--- src/rtl/core/stit_pkg.sv ---
// ----------------------------------------------------------------------------
// stit_pkg: segment / triangle crossing test, shared types
// Coordinate widths, vector types, outcome codes and small helpers.
// ----------------------------------------------------------------------------
package stit_pkg;

  localparam int unsigned COORD_BITS = 16;
  localparam int unsigned FIELD_BITS = 48;
  localparam int unsigned DIFF_BITS  = COORD_BITS + 1;       // difference of two coords
  localparam int unsigned CROSS_BITS = 2 * DIFF_BITS + 1;    // cross product component
  localparam int unsigned TRI_BITS   = CROSS_BITS + DIFF_BITS + 2; // dot of three terms

  typedef logic signed [COORD_BITS-1:0] coord_t;
  typedef logic signed [DIFF_BITS-1:0]  diff_t;
  typedef logic signed [CROSS_BITS-1:0] cross_t;
  typedef logic signed [TRI_BITS-1:0]   tri_t;
  typedef logic [FIELD_BITS-1:0]        field_t;

  typedef struct packed {
    coord_t x;
    coord_t y;
    coord_t z;
  } pvec_t;

  typedef struct packed {
    diff_t x;
    diff_t y;
    diff_t z;
  } dvec_t;

  typedef struct packed {
    cross_t x;
    cross_t y;
    cross_t z;
  } cvec_t;

  typedef enum logic [1:0] {
    OC_PARALLEL = 2'd0,
    OC_OUTSIDE_SEG = 2'd1,
    OC_OUTSIDE_TRI = 2'd2,
    OC_HIT = 2'd3
  } stit_outcome_e;

  // x in the lowest lane; bits past the field read as zero
  function automatic pvec_t unpack(field_t f);
    logic [3*COORD_BITS+FIELD_BITS-1:0] wide;
    pvec_t r;
    wide = {{(3*COORD_BITS){1'b0}}, f};
    r.x = coord_t'(wide[0*COORD_BITS +: COORD_BITS]);
    r.y = coord_t'(wide[1*COORD_BITS +: COORD_BITS]);
    r.z = coord_t'(wide[2*COORD_BITS +: COORD_BITS]);
    return r;
  endfunction

  function automatic dvec_t vsub(pvec_t a, pvec_t b);
    dvec_t r;
    r.x = diff_t'(a.x) - diff_t'(b.x);
    r.y = diff_t'(a.y) - diff_t'(b.y);
    r.z = diff_t'(a.z) - diff_t'(b.z);
    return r;
  endfunction

  function automatic tri_t vdot(cvec_t c, dvec_t v);
    return tri_t'(c.x) * tri_t'(v.x) + tri_t'(c.y) * tri_t'(v.y)
         + tri_t'(c.z) * tri_t'(v.z);
  endfunction

endpackage

--- src/rtl/core/stit_cross.sv ---
// ----------------------------------------------------------------------------
// stit_cross: exact 3D cross product
// Six narrow signed multipliers and three subtracts, combinational.
// ----------------------------------------------------------------------------
module stit_cross (
  input  stit_pkg::dvec_t a_i,
  input  stit_pkg::dvec_t b_i,
  output stit_pkg::cvec_t r_o
);
  import stit_pkg::*;

  always_comb begin
    r_o.x = cross_t'(a_i.y) * cross_t'(b_i.z) - cross_t'(a_i.z) * cross_t'(b_i.y);
    r_o.y = cross_t'(a_i.z) * cross_t'(b_i.x) - cross_t'(a_i.x) * cross_t'(b_i.z);
    r_o.z = cross_t'(a_i.x) * cross_t'(b_i.y) - cross_t'(a_i.y) * cross_t'(b_i.x);
  end

endmodule

--- config.mk ---
export PLATFORM = sky130hd
export DESIGN_NAME = stit_cross
export DESIGN_NICKNAME = d
export VERILOG_FILES = /design/src/rtl/core/stit_pkg.sv /design/src/rtl/core/stit_cross.sv
export SDC_FILE = /design/constraint.sdc
export NUM_CORES = 2
export LEC_CHECK = 0
export ABC_CLOCK_PERIOD_IN_PS = 8900
export BUFFER_PORTS_ARGS = -buffer_cell sky130_fd_sc_hd__buf_2
export CORE_ASPECT_RATIO = 1.75
export CORE_MARGIN = 1.5
export CORE_UTILIZATION = 61
export DETAILED_ROUTE_END_ITERATION = 8
export PLACE_DENSITY = 0.81
export SYNTH_ARGS = -nofsm -noshare
export SYNTH_HDL_FRONTEND = slang
export SYNTH_SLANG_ARGS = --single-unit
--- constraint.sdc ---
create_clock -name vclk -period 8.9
set_clock_uncertainty 0.1 [all_clocks]
set_input_delay 0.89 -clock vclk [all_inputs]
set_output_delay 0.89 -clock vclk [all_outputs]
set_load 0.1 [all_outputs]
==> flow_summary.toml <==
[drt]
drt_drc_violations_left = 0
via_count = 51400
wl_per_cell_um = 21.6
drt_wl_total_um = 202000
drt-initial-drc-count = 3292
drt_pass1_iterations = 8
postRouteAntennaNets = 0
viasPerCell = 5.52

[synth]
number_of_standard_cells_after_synthesis = 7171
post_synth_main_area_contributors = "fa_1, inv_1, ha_1"
post-synth-top-area-fraction = 0.590
seq_area_frac_synth = 0
synthSimpleGateAreaFrac = 0.142
post_synth_num_cell_types = 65
main_combinational_cell_family_by_area_after_synthesis = "adder cells"
average_cell_area_after_synthesis_sq_um = 9.35
yosys-mux-area-fraction = 0.000149
synth-warning-count = 0
synth_xor_xnor_area_share = 0.0192
synth_top_area_cell = "fa_1"
synth_compound_area_frac = 0.0263
syn-cell-area_sq_um = 67100
synth.net_count = 9703
yosys.area_share.adder = 0.675

[floorplanning]
die_height_um = 442
rows = 160
number_of_top_level_pins = 207
placeableCoreArea_sq_um = 109000
die_width_um = 254
fp.dieArea_sq_um = 112000
initial_utilization = 0.616

[timing]
number_of_max_slew_violations_in_the_final_report = 0
worst-slew-pin-transition_ns = 0.960
final.setup.tns_ns = -1.11
worst_setup_slack_final_ns = -0.260
clock.fmax_mhz = 109
final_min_period_over_clock_period = 1.03
rsz_0062_raised_after_global_routing = "true"
timing_hold_violations_final = 0
relSlewSlack = 0.358
final_period_minus_worst_setup_slack_ns = 9.16
count_of_final_setup_violators = 10

[layout]
layout.sequential_cells = 0
layout.nets = 10400
clkbuf_count = 0
layout-area-overhead-vs-synth_pct = 19.1
regArea_sq_um = 0
fin_util = 0.734
postLayoutCellArea_sq_um = 79900
fraction_of_final_layout_cells_with_drive_strength_greater_than_1 = 0.173

[worst_setup_path]
arrival_ns = 8.17
required_ns = 7.91
crit_path_max_fanout = 12
end_kind = "output pin"
critical_path.startpoint = "a_i[5]"
setup.worst_path.class = "in -> out"
critical_path.startpoint_type = "primary input"

[place]
gp_routability_congestion = 0.951
detailed_place.area_sq_um = 75800
io_port_bufs = 207
dp.final_hpwl_um = 163000
placement.setup.worst_slack_ns = -0.615

[hold_path]
hold_class = "in -> out"
hold_depth = 5
hold_path_startpoint = "b_i[0]"

[grt]
grt_first_pass_wirelength_um = 302000
grt_start_max_net_pins = 33
grt_antenna_before_repair = 8
grt_usage = 0.356
grt_overflow_total = 0
vias_in_the_first_global_route = 58300

[status]
outcome = "complete, but fails checks"
violated_checks = "setup timing"

[flow_run]
max_cap_viol_count = 0

[clock_network]
cts-hold-fix-buffers = 0
==> cells in the final DEF, fill, tap and decap left out, types with 16 or more instances in the layout <==
master and count:
inv_1 2080, fa_1 1899, and2_1 880, nand2_1 750, buf_4 620, ha_1 413
buf_12 147, nor2_1 116, xnor2_1 85, buf_6 83, fa_2 78, inv_2 64
buf_2 59, a21oi_1 45, ha_4 36, buf_8 35, nand2b_1 34, a21o_1 31
a21oi_2 27, xnor2_2 25, and2_4 23, clkbuf_16 19, o21a_1 16
==> final cells by class <==
class                           instances  area (sq um)
Antenna cell                            7          17.5
Fill cell                            7266         29000
Inverter                             2146          8060
Multi-Input combinational cell       4716         59700
Tap cell                             1458          1820
Timing Repair Buffer                  987         10300
==> worst max-delay path, stage by stage <==
cell	delay (ns)
buf_6	0.21
and2_1	0.24
fa_1	0.44
inv_1	0.08
fa_1	0.42
fa_1	0.53
fa_1	0.62
inv_1	0.07
fa_1	0.47
fa_1	0.52
fa_1	0.50
inv_1	0.05
fa_1	0.48
inv_1	0.07
ha_4	0.22
a211oi_2	0.29
o221ai_2	0.15
a211oi_2	0.33
o41ai_2	0.09
buf_4	0.17
a221oi_4	0.31
o21ai_2	0.12
a211o_1	0.34
a21oi_4	0.19
xnor2_4	0.14
buf_12	0.19
==> repair_timing <==
item / 4_1_cts / 5_1_grt
resized for setup: 294 / 435
setup endpoints to repair: 44 / 40
pin swaps: 157 / 266
buffers inserted: 39 / 67
cloned: 2 / 19
==> cells by family (layout without fill, tap and decap cells) <==
| logic type | count (synthesis) | after routing |
|---|---|---|
| compound gates | 251 | 251 |
| xor+xnor | 147 | 147 |
| fa+ha+maj | 2430 | 2430 |
| buf+inv | 2455 | 3133 |
| mux | 1 | 1 |
| other cells | 0 | 7 |
| simple gates | 1887 | 1887 |
==> Yosys cell counts, drive strengths merged, types with 2 or more instances <==
library cell  count
inv            2144
fa             1977
and2            903
nand2           769
ha              453
clkbuf          306
nor2            123
xnor2           117
a21oi            76
o21ai            40
nand2b           34
a21o             31
xor2             30
a211oi           19
o21a             16
nor3             15
nand3            12
and3             11
a211o            10
nor2b             9
o21bai            8
a21boi            6
o211ai            6
a2111oi           5
a31oi             5
nand4             4
a221oi            3
a31o              3
buf               3
o221ai            3
or3               3
a41o              2
and4              2
clkinv            2
o2111ai           2
o211a             2
o31ai             2
o41ai             2
==> through the flow <==
step	hold WS, ns	cells
2_1_floorplan	2.34	7171
3_3_place_gp	2.77	9183
3_5_place_dp	2.76	9183
4_1_cts	2.70	9224
5_1_grt	2.69	9308
6_report	2.65	9314
==> layer usage <==
layer | part of all wire | track usage | vias up
li1 | - | - | 21300
met1 | 0.30 | 0.388 | 26300
met2 | 0.49 | 0.595 | 2669
met3 | 0.084 | 0.0512 | 1132
met4 | 0.13 | 0.325 | 10
met5 | 0.00029 | 0 | -
==> path summary, 6_finish.rpt <==
kind | to | slack, ns
worst min-delay path | r_o[70] | 2.65
worst max-delay path | r_o[69] | -0.26
Power is not shown: default switching activity piles up to over one toggle a cycle in this logic, so the estimate is an artifact.
